===== config.mk =====
export PLATFORM = sky130hd
export DESIGN_NAME = sprite_tile_planar_to_packed
export DESIGN_NICKNAME = d
export VERILOG_FILES = /design/src/hdl/stp2p_pkg.sv /design/src/hdl/sprite_tile_planar_to_packed.sv
export SDC_FILE = /design/constraint.sdc
export NUM_CORES = 1
export LEC_CHECK = 0
export BUFFER_PORTS_ARGS = -buffer_cell sky130_fd_sc_hd__buf_2
export CAP_MARGIN = 20
export CORE_UTILIZATION = 55
export CTS_CLUSTER_SIZE = 30
export DETAILED_ROUTE_END_ITERATION = 10
export PLACE_DENSITY_LB_ADDON = 0.1
export SLEW_MARGIN = 0
export SYNTH_ARGS = -nofsm -noshare
export SYNTH_HDL_FRONTEND = slang
export SYNTH_SLANG_ARGS = --single-unit

===== constraint.sdc =====
create_clock -name clk -period 3.9 [get_ports clk]
set_input_delay 0.195 -clock clk [delete_from_list [all_inputs] [get_ports clk]]
set_output_delay 0.195 -clock clk [all_outputs]
set_load 0.01 [all_outputs]

===== src/hdl/stp2p_pkg.sv =====
// shared types, constants and the plane packing function for the tile converter
package stp2p_pkg;

	localparam int unsigned ByteW   = 8;
	localparam int unsigned WordW   = 32;
	localparam int unsigned PosW    = 5;
	localparam int unsigned RowIdxW = 4;
	localparam int unsigned NumRows = 16;
	localparam int unsigned UserW   = 1;

	// plane order register codes
	typedef enum logic {
		ORDER_CART = 1'b0,
		ORDER_CD   = 1'b1
	} plane_order_t;

	// one result as it sits in the output stage
	typedef struct packed {
		logic [WordW-1:0] packed_word;
		logic             last_of_run;
		logic             region_done;
	} out_item_t;

	// pixel x takes bit x of each plane: msb from p3 down to lsb from p0
	function automatic logic [WordW-1:0] pack_planes(
		input logic [ByteW-1:0] p3,
		input logic [ByteW-1:0] p2,
		input logic [ByteW-1:0] p1,
		input logic [ByteW-1:0] p0
	);
		logic [WordW-1:0] word;
		word = '0;
		for (int x = 0; x < ByteW; x++) begin
			word[4*x +: 4] = {p3[x], p2[x], p1[x], p0[x]};
		end
		return word;
	endfunction

endpackage


===== src/hdl/sprite_tile_planar_to_packed.sv =====
// planar to packed 4bpp converter for 16x16 sprite tiles
//
//  channel   | direction | tdata / data           | tlast / tuser
//  ----------+-----------+------------------------+---------------------------
//  s_axis    | in        | byte_0..byte_3 (32 b)  | tlast = final_word
//  m_axis    | out       | packed_word (32 b)     | tlast = last_of_run,
//            |           |                        | tuser = region_done
//  cfg       | in        | plane_order (1 b)      | -
//
//  first-half words (tile positions 0..15) give no result and never wait on the output side
//  second-half words give two results, which both leave through the output
//  side: the output stage holds one result plus one pending result
//  a request passes the input stage, then the output stage, before its first result
//  reset clears the tile position, the plane order and all valid flags;
//  the stored first-half rows keep whatever they held
//  a stall on m_axis backs up into s_axis only once a second-half word waits
module sprite_tile_planar_to_packed (
	input  logic                      clk,
	input  logic                      arst_n,
	// cfg write channel
	input  logic                      cfg_valid,
	output logic                      cfg_ready,
	input  logic                      cfg_data,       // plane_order
	// input stream
	input  logic                      s_axis_tvalid,
	output logic                      s_axis_tready,
	input  logic [stp2p_pkg::WordW-1:0] s_axis_tdata, // byte_0, byte_1, byte_2, byte_3
	input  logic                      s_axis_tlast,   // final_word
	// output stream
	output logic                      m_axis_tvalid,
	input  logic                      m_axis_tready,
	output logic [stp2p_pkg::WordW-1:0] m_axis_tdata, // packed_word
	output logic                      m_axis_tlast,   // last_of_run
	output logic [stp2p_pkg::UserW-1:0] m_axis_tuser  // region_done
);
	import stp2p_pkg::*;

	// configuration
	plane_order_t plane_order_q;

	// tile position of the next incoming word
	logic [PosW-1:0] tile_pos_q;

	// input stage
	logic             v_s1;
	logic [WordW-1:0] data_s1;
	logic             final_s1;
	logic [PosW-1:0]  pos_s1;

	// first-half rows, written by words 0..15 of a tile
	logic [WordW-1:0] rows_q [NumRows];

	// output stage and pending second result
	logic      out_v_q;
	out_item_t out_q;
	logic      pend_v_q;
	out_item_t pend_q;

	logic [ByteW-1:0] b0, b1, b2, b3;
	logic [WordW-1:0] conv_word;
	logic [WordW-1:0] stored_word;
	logic             second_half;
	logic             out_free;
	logic             adv;
	logic             s_acc;

	assign cfg_ready = 1'b1;

	assign b0 = data_s1[0*ByteW +: ByteW];
	assign b1 = data_s1[1*ByteW +: ByteW];
	assign b2 = data_s1[2*ByteW +: ByteW];
	assign b3 = data_s1[3*ByteW +: ByteW];

	// nibble bit order depends on the plane layout of the source
	always_comb begin
		unique case (plane_order_q)
			ORDER_CD:   conv_word = pack_planes(b3, b2, b1, b0);
			ORDER_CART: conv_word = pack_planes(b3, b1, b2, b0);
			default:    conv_word = pack_planes(b3, b1, b2, b0);
		endcase
	end

	assign second_half = pos_s1[PosW-1];
	assign stored_word = rows_q[pos_s1[RowIdxW-1:0]];

	// first-half words always leave; second-half words need both output slots
	assign out_free = !out_v_q || m_axis_tready;
	assign adv      = v_s1 && (!second_half || (out_free && !pend_v_q));

	assign s_axis_tready = !v_s1 || adv;
	assign s_acc         = s_axis_tvalid && s_axis_tready;

	// control state
	always_ff @(posedge clk or negedge arst_n) begin
		if (!arst_n) begin
			plane_order_q <= ORDER_CART;
			tile_pos_q    <= '0;
			v_s1          <= 1'b0;
			out_v_q       <= 1'b0;
			pend_v_q      <= 1'b0;
		end else begin
			if (cfg_valid && cfg_ready) begin
				plane_order_q <= plane_order_t'(cfg_data);
			end
			// final word ends the region, else wrap through the 32-word tile
			if (s_acc) begin
				tile_pos_q <= s_axis_tlast ? '0 : tile_pos_q + 1'b1;
			end
			if (s_acc) begin
				v_s1 <= 1'b1;
			end else if (adv) begin
				v_s1 <= 1'b0;
			end
			if (out_free) begin
				if (pend_v_q) begin
					out_v_q  <= 1'b1;
					pend_v_q <= 1'b0;
				end else if (adv && second_half) begin
					out_v_q  <= 1'b1;
					pend_v_q <= 1'b1;
				end else begin
					out_v_q  <= 1'b0;
				end
			end
		end
	end

	// payload of the input stage
	always_ff @(posedge clk) begin
		if (s_acc) begin
			data_s1  <= s_axis_tdata;
			final_s1 <= s_axis_tlast;
			pos_s1   <= tile_pos_q;
		end
	end

	// row store
	always_ff @(posedge clk) begin
		if (adv && !second_half) begin
			rows_q[pos_s1[RowIdxW-1:0]] <= conv_word;
		end
	end

	// output payload: own word first, then the stored row
	always_ff @(posedge clk) begin
		if (out_free) begin
			if (pend_v_q) begin
				out_q <= pend_q;
			end else if (adv && second_half) begin
				out_q.packed_word  <= conv_word;
				out_q.last_of_run  <= 1'b0;
				out_q.region_done  <= 1'b0;
				pend_q.packed_word <= stored_word;
				pend_q.last_of_run <= 1'b1;
				pend_q.region_done <= final_s1;
			end
		end
	end

	assign m_axis_tvalid = out_v_q;
	assign m_axis_tdata  = out_q.packed_word;
	assign m_axis_tlast  = out_q.last_of_run;
	assign m_axis_tuser  = UserW'(out_q.region_done);

endmodule


## Word level (Yosys, flattened, before mapping)

Memories as Yosys holds them, arrays and structs flattened. A register that Yosys moved wholly into a read port is not among the register bits.
Cells that the tools add are included.

- Mux-type cells: 11
- $add $sub $neg: 1
- Bitwise operators: 2
- Reductions and logical operators: 16

Operators by type and width:

| operator | number |
|---|---|
| $mux 34 | 2 |
| $pmux 32 s2 | 1 |
| $mux 1 | 7 |
| $add 5x1->5 const B | 1 |
| $logic_and 1x1->1 | 5 |
| $mux 5 | 1 |
| $logic_not 1->1 | 4 |
| $reduce_bool 2->1 | 2 |
| $logic_or 1x1->1 | 3 |
| $reduce_and 3->1 | 1 |
| $not 1->1 | 2 |
| $reduce_and 2->1 | 1 |

- Flip-flop bits (word level): 82
- Bits in writable memories: 512
- Input port bits: 39
- Logic and storage cells: 43
- Memories kept: 1

Memories:

| name | depth | bits a word | read ports | clocked after memory_dff | wr ports | line | RTL |
|---|---|---|---|---|---|---|---|
| rows_q | 16 | 32 | 1 | 1 | 1 | sprite_tile_planar_to_packed.sv:51 | `logic [WordW-1:0] rows_q [NumRows];` |

## Depth between registers and ports, before layout

Gate-level depths: netlist of run 1.

- Depth after elaboration: 8
- Depth in mapped cells: 6
- Mapped depth without buffers: 5

## Worst setup path after synthesis of run 1

Ideal clock, no wire load.

- Kind: flip-flop to flip-flop
- Start point: register pos_s1[0]
- End point: memory rows_q[1][0] (enable)
- Arrival time: 3473 ps
- Cell stages (with the launch flop): 6
- Library setup time: 461 ps
- Path buffers: 3
- Slack: -34 ps
- Clock period less this slack: 3934 ps
- Required time: 3439 ps
- Cells stage by stage: edfxtp_1 buf_2 buf_6 buf_2 or3b_1 nor3_1

RTL lines:

| element | line | RTL |
|---|---|---|
| start, declared | sprite_tile_planar_to_packed.sv:48 | `logic [PosW-1:0] pos_s1;` |
| start signal, assigned | sprite_tile_planar_to_packed.sv:133 | `pos_s1 <= tile_pos_q;` |
| end, declared | sprite_tile_planar_to_packed.sv:51 |  |

Straight into the memory's write port.

## Worst setup path after layout of run 1

- Start point: register pend_v_q
- End point: register tile_pos_q[0]

- Longest elaborated chain between the ends: 6

RTL lines:

| element | line | RTL |
|---|---|---|
| start, declared | sprite_tile_planar_to_packed.sv:56 | `logic pend_v_q;` |
| start signal, assigned | sprite_tile_planar_to_packed.sv:100 | `pend_v_q <= 1'b0;` |
| start signal, assigned | sprite_tile_planar_to_packed.sv:117 | `pend_v_q <= 1'b0;` |
| start signal, assigned | sprite_tile_planar_to_packed.sv:120 | `pend_v_q <= 1'b1;` |
| $logic_not 1->1 | sprite_tile_planar_to_packed.sv:88 | `assign adv = v_s1 && (!second_half \|\| (out_free && !pend_v_q));` |
| $logic_and 1x1->1 | sprite_tile_planar_to_packed.sv:88 |  |
| $logic_or 1x1->1 | sprite_tile_planar_to_packed.sv:88 |  |
| $logic_and 1x1->1 | sprite_tile_planar_to_packed.sv:88 |  |
| $logic_or 1x1->1 | sprite_tile_planar_to_packed.sv:90 | `assign s_axis_tready = !v_s1 \|\| adv;` |
| $logic_and 1x1->1 | sprite_tile_planar_to_packed.sv:91 | `assign s_acc = s_axis_tvalid && s_axis_tready;` |
| end signal, assigned | sprite_tile_planar_to_packed.sv:107 | `tile_pos_q <= s_axis_tlast ? '0 : tile_pos_q + 1'b1;` |
| end, declared | sprite_tile_planar_to_packed.sv:42 | `logic [PosW-1:0] tile_pos_q;` |

Every way passes these cells.
A chain may end at the register's enable or synchronous reset.

==> results of run 1 <==
==> power groups by stage <==
stage	Sequential [µW]	Combinational, µW	Clock (µW)
after floorplan	8480	1710	0
after global placement	8530	2540	0
after CTS	8410	2590	5630
after global routing	8460	2740	5860
final	8410	2550	5550
after detailed placement	8550	2560	0
==> final cells by class <==
type / count / area (µm²)
sequential: 626 / 18800
timing repair buffer: 149 / 1130
tap: 539 / 674
clock inverter: 33 / 268
multi-input combinational: 334 / 4530
clock buffer: 78 / 1590
inverter: 3 / 11.3
fill: 2783 / 15000
==> through the flow <==
stage,power (µW),setup slack (ns),hold slack (ns),util,area [µm²]
final,16500,1.39,0.290,0.643,27000
after floorplan,10200,0.187,-0.101,-,23400
after detailed placement,11100,1.40,0.0651,0.589,24700
after CTS,16600,1.40,0.256,0.643,27000
after global routing,17100,1.27,0.273,0.643,27000
after global placement,11100,1.40,0.0639,0.589,24700
==> kinds of logic after synthesis <==
group,count (synthesis)
flops,626
mux,179
simple gates,83
compound gates,70
buf+inv,58
fa+ha+maj,1
other cells,1
==> registers in the layout (all words and copies together), names as in the netlist <==
name / cells
m_axis_tvalid: 1
final_s1: 1
m_axis_tdata: 32
pos_s1: 5
plane_order_q: 1
rows_q: 512
pend_q: 33
pend_v_q: 1
m_axis_tlast: 1
tile_pos_q: 5
v_s1: 1
data_s1: 32
m_axis_tuser: 1
==> per-layer routing <==
metal | track usage | wire length [µm] | part of all wire
met1 | 0.336 | 20500 | 0.41
met2 | 0.385 | 25100 | 0.50
met3 | 0.0347 | 3220 | 0.065
met4 | 0.0662 | 1010 | 0.020
met5 | 0 | 0 | 0
==> worst max-delay path by stage <==
stage | to | slack, ns | cells past startpoint
finish | tile_pos_q[0] | 1.39 | 4
global route | tile_pos_q[0] | 1.27 | 4
detailed placement | pend_q[18] | 1.40 | 4
CTS | tile_pos_q[0] | 1.40 | 4
global placement | pend_q[18] | 1.40 | 4
floorplan | rows_q[3][0] | 0.19 | 5
==> synth_stat cells, types with 2 or more instances <==
cell,number
mux4_2,128
a22oi_1,64
nand2_1,36
nor2b_1,4
nor3_1,7
and2_1,3
nand3b_1,2
buf_2,17
o211ai_1,3
nand2b_1,4
buf_6,8
mux2_1,11
nand3_1,4
dfrtp_1,9
inv_1,3
nor2_1,18
mux2_2,40
clkbuf_1,28
edfxtp_1,617
or3_1,2
==> metrics.md, run 1 <==
| Metric | Value |
|---|---|
| Final Cycle Share | 0.642 |
| Die Area | 43,400 µm² |
| Vias per inst | 6.18 |
| Post-CTS setup buffer count | 0 |
| P_sw | 4110 µW |
| Initial antenna violation count | 0 |
| Synth Area in XOR/XNOR | 0 |
| Switching share of power | 0.249 |
| Pins Over Slew Limit | 0 |
| Seq pwr share | 0.510 |
| Sink Count | 626 |
| Min cycle time layout | 2.51 ns |
| Commonest non-fill, non-tap cell in the layout | edfxtp_1 |
| Synth area leader | edfxtp_1 |
| Slew headroom | 0.230 |
| Leakage | 0.00867 µW |
| TritonCTS clock tree | yes |
| Reg clk slew, reported paths | 0.06 ns |
| Worst R2R Setup Slack | 1.39 ns |
| PortBufs | 74 |
| First-pass GRT wire length | 72.7 mm |
| Final setup viols | 0 |
| Hold path depth | 2 |
| Antenna diode count | 0 |
| Pwr/cell area | 612 nW/µm² |
| Critical path's slowest cell | dfrtp_2 |
| Overflow after GRT | 0 |
| Comb pwr share | 0.154 |
| Syn Nets | 1,058 |
| Clock Tree Buf Depth | 3 |
| Internal Pwr Total | 12,400 µW |
| Hold EP | data_s1[25] |
| Post-synthesis simple-gate area fraction | 0.0161 |
| Die width | 208 µm |
| Worst path top cell family by delay | flip-flops |
| Setup tns final | 0 ns |
| Clk_skew | 0.00902 ns |
| Initial Util | 0.559 |
| Synth Warn # | 0 |
| Status | completed |
| R2R Path End | tile_pos_q[0] |
| Launch point of the worst path | pend_v_q |
| Synth Area in Adders | 0.000534 |
| Sequential area share after synthesis | 0.800 |
| Share of layout cells above drive strength 1 | 0.307 |
| TritonCTS buffer count | 60 |
| Rows | 75 |
| Largest net degree at the start of global routing | 105 |
| Synth top area cells | edfxtp_1 (79%), mux4_2 (12%), a22oi_1 (2.1%) |
| 1st-iter DRT viols | 1,060 |
| H-tree Lvls | 2 |
| Worst Tran Pin Value | 1.16 ns |
| Crit Path Max Fanout | 20 |
| CTS resizes | 0 |
| Max rail drop VDD | 0.508 mV |
| CP bufs+invs | 1 |
| Slowest stage delay, CP | 0.63 ns |
| Max Clock Freq | 399 MHz |
| GPL Wtd Cong | 0.748 |
| Pre-antenna DRT Iters | 4 |
| Clk pwr share | 0.336 |
| Share of the synthesized area in the top cell type | 0.791 |
| Worst Reg-to-Reg Cells | 4 |
| Critical path cell sequence | o21bai_1 -> and2_2 -> buf_4 -> mux2_1 |
| Post-Route WL | 49.8 mm |
| Largest family of logic cells by synthesized area | multiplexers |
| Worst hold path class | in -> reg |
| Yosys reg bits | 626 |
| Async S/R FF share, synth | 0.0144 |
| Clock Tree Root | clkbuf_16 |
| Final cell count without fillers | 1,762 |
| Worst hold start | s_axis_tdata[25] |
| Worst r2r src | pend_v_q |
| Synth Area per Inst | 23.0 µm² |
| Syn Std Cell Area | 23,400 µm² |
| Cell variety after synth | 30 |
| Worst setup path category | reg -> reg |
| Final Hold Vio Count | 0 |
| Worst-Skew Late Latency | 0.61 ns |
| Core ar. | 41,900 µm² |
| Dpl cells | 1,612 |
| Post-synth EDFFs | 617 |
| Post-synthesis compound-gate area fraction | 0.0223 |
| RSZ-0062 raised after global routing | no |
| Routed len/inst | 28.3 µm |
| Crit start category | flip-flop |
| Commonest cells after routing, fill and taps aside | edfxtp_1 (617), mux4_2 (128), buf_2 (74), a22oi_1 (64), clkbuf_16 (61) |
| Die height | 208 µm |
| CP Data Arrival Time | 3.00 ns |
| IO Count | 76 |
| Max cap viols | 0 |
| Mapped Cells | 1,018 |
| Crit path capture type | flip-flop |
| Total track usage | 0.236 |
| Post-synth top flop | edfxtp_1 |
| Residual DRC | 0 |
| Worst Path Required | 4.39 ns |
| Vias | 10.9k |
| Hpwl dp | 25.7 mm |
| Hold-fix buffers, CTS | 39 |
| Nets | 1,214 |
| Multiplexer area fraction after synthesis | 0.148 |
| Vias in the first global route | 11.2k |
| P&R area growth vs syn | 15.1% |
| Post-DRT Antenna Nets | 0 |
(Power assumes the default switching activity.)
==> run 2, diff against run 1 <==
- clock period: 3.9 -> 2.3 ns (I/O delays scaled with it)
==> metrics.md, run 2 (synthesis results as in run 1) <==
| Metric | Value |
|---|---|
| Status | completed |
| Hpwl dp | 26.9 mm |
| Commonest non-fill, non-tap cell in the layout | edfxtp_1 |
| Crit start category | flip-flop |
| Post-Route WL | 49.7 mm |
| GPL Wtd Cong | 0.746 |
| Worst Reg-to-Reg Cells | 5 |
| 1st-iter DRT viols | 1,043 |
| Worst hold start | s_axis_tdata[25] |
| Worst Setup EP | pend_q[18] |
| Internal Pwr Total | 21,400 µW |
| Clock Tree Buf Depth | 3 |
| First-pass GRT wire length | 73.6 mm |
| Final Cycle Share | 0.908 |
| Max reg flops | 512 |
| Die height | 208 µm |
| R2R Path End | pend_q[18] |
| Die width | 208 µm |
| Seq pwr share | 0.499 |
| Max rail drop VDD | 0.728 mV |
| Initial antenna violation count | 0 |
| Worst hold path class | in -> reg |
| Initial Util | 0.559 |
| Antenna diode count | 0 |
| IO Count | 76 |
| Switching share of power | 0.248 |
| Post-CTS setup buffer count | 0 |
| Final Hold Vio Count | 0 |
| Die Area | 43,400 µm² |
| Share of layout cells above drive strength 1 | 0.338 |
| Comb pwr share | 0.167 |
| Pins Over Slew Limit | 0 |
| Core ar. | 41,900 µm² |
| Nets | 1,256 |
| Busiest layer in global routing | met2 |
| RSZ-0062 raised after global routing | no |
| Vias per inst | 6.11 |
| Commonest cells after routing, fill and taps aside | edfxtp_1 (617), mux4_2 (128), buf_2 (74), a22oi_1 (64), clkbuf_16 (61) |
| TritonCTS buffer count | 60 |
| Overflow after GRT | 0 |
| Worst setup path category | reg -> reg |
| Pre-antenna DRT Iters | 4 |
| Clk pwr share | 0.334 |
| TritonCTS clock tree | yes |
| Post-DRT Antenna Nets | 0 |
| # fillers | 2,703 |
| Leakage | 0.00899 µW |
| Reg clk slew, reported paths | 0.06 ns |
| Setup tns final | 0 ns |
| Rows | 75 |
| P_sw | 7040 µW |
| Worst R2R Setup Slack | 0.21 ns |
| Crit Path Max Fanout | 30 |
| Residual DRC | 0 |
| Worst setup margin | 0.211 ns |
| Largest net degree at the start of global routing | 50 |
| GR Layer Usage met3 | 0.0302 |
| CP Data Arrival Time | 2.45 ns |
| Worst Tran Pin Value | 0.580 ns |
| Area of the multi-input gates | 4560 µm² |
| Clock Tree Root | clkbuf_16 |
| PortBufs | 74 |
| Max Clock Freq | 479 MHz |
| Area after DPL | 25,300 µm² |
| Slew headroom | 0.613 |
| Total track usage | 0.236 |
| Hold_ws | 0.205 ns |
| Vias | 11.0k |
| Clk_skew | 0.0219 ns |
| Pwr/cell area | 1030 nW/µm² |
| Post-place setup slack | 0.193 ns |
| P&R area growth vs syn | 17.9% |
| Routed len/inst | 27.5 µm |
| Design Area, Final | 27,600 µm² |
| Met2 usage | 0.373 |
| Grt met1 use | 0.351 |
| Storage cell area | 18,800 µm² |
| Final setup viols | 0 |
| H-tree Lvls | 2 |
| Worst-Skew Late Latency | 0.62 ns |
| Max cap viols | 0 |
| Worst r2r src | pos_s1[0] |
| Launch point of the worst path | pos_s1[0] |
| Core Util, Final | 0.659 |
| Worst Path Required | 2.66 ns |
| Min cycle time layout | 2.09 ns |
| Sink Count | 626 |
| Crit path capture type | flip-flop |
| Vias in the first global route | 11.3k |
## run 2: cell types whose count changed in the layout (fill, tap and decap cells not counted), moves of 3 or more
| cell | before | now |
|---|---|---|
| buf_12 | 8 | 31 |
| clkbuf_8 | 0 | 5 |
| nor3_4 | 2 | 5 |
| nor3_2 | 3 | 0 |
| clkinv_1 | 20 | 13 |
| buf_4 | 28 | 47 |
## run 2: per-layer routing
layer  part of all wire  routed length [µm]
met4              0.020                 982
met5                  0                   0
met1               0.43               21600
met2               0.49               24300
met3              0.057                2820
## run 2: cell type report
class,instances,area share
clock buffer,82,0.0599
tap,539,0.0244
sequential,626,0.679
clock inverter,29,0.00878
timing repair buffer,191,0.0628
multi-input combinational,334,0.165
inverter,3,0.000408
## run 2: worst max-delay path: stages (launching register included)
cell	delay, ns
edfxtp_1	0.37
buf_12	0.23
buf_12	0.30
mux4_2	0.55
a22oi_1	0.25
nand2_1	0.08
## run 2: what timing repair did
action                    in CTS  in global routing
hold buffers                  39                  0
hold endpoints to repair      51                  0
resized for setup              0                  0
## run 2: metrics by stage
stage | power [µW] | std cells
after floorplan | 17400 | 1018
after global placement | 19100 | 1654
after detailed placement | 19200 | 1654
after CTS | 28700 | 1804
after global routing | 29400 | 1804
final | 28400 | 1804
## run 2: power groups by stage
stage | sequential, µW | clock [µW] | combinational, µW
global route | 14300 | 10100 | 5080
finish | 14200 | 9500 | 4750
CTS | 14200 | 9690 | 4840
global placement | 14400 | 0 | 4730
floorplan | 14400 | 0 | 3010
detailed placement | 14400 | 0 | 4760
## run 2: worst min-delay path by stage
stage / endpoint / slack, ns / cells after the start
after CTS: data_s1[17] / 0.17 / 2
after floorplan: m_axis_tvalid / -0.18 / 0
after global routing: data_s1[10] / 0.19 / 2
final: data_s1[25] / 0.21 / 2
after global placement: plane_order_q / -0.02 / 1
after detailed placement: plane_order_q / -0.02 / 1
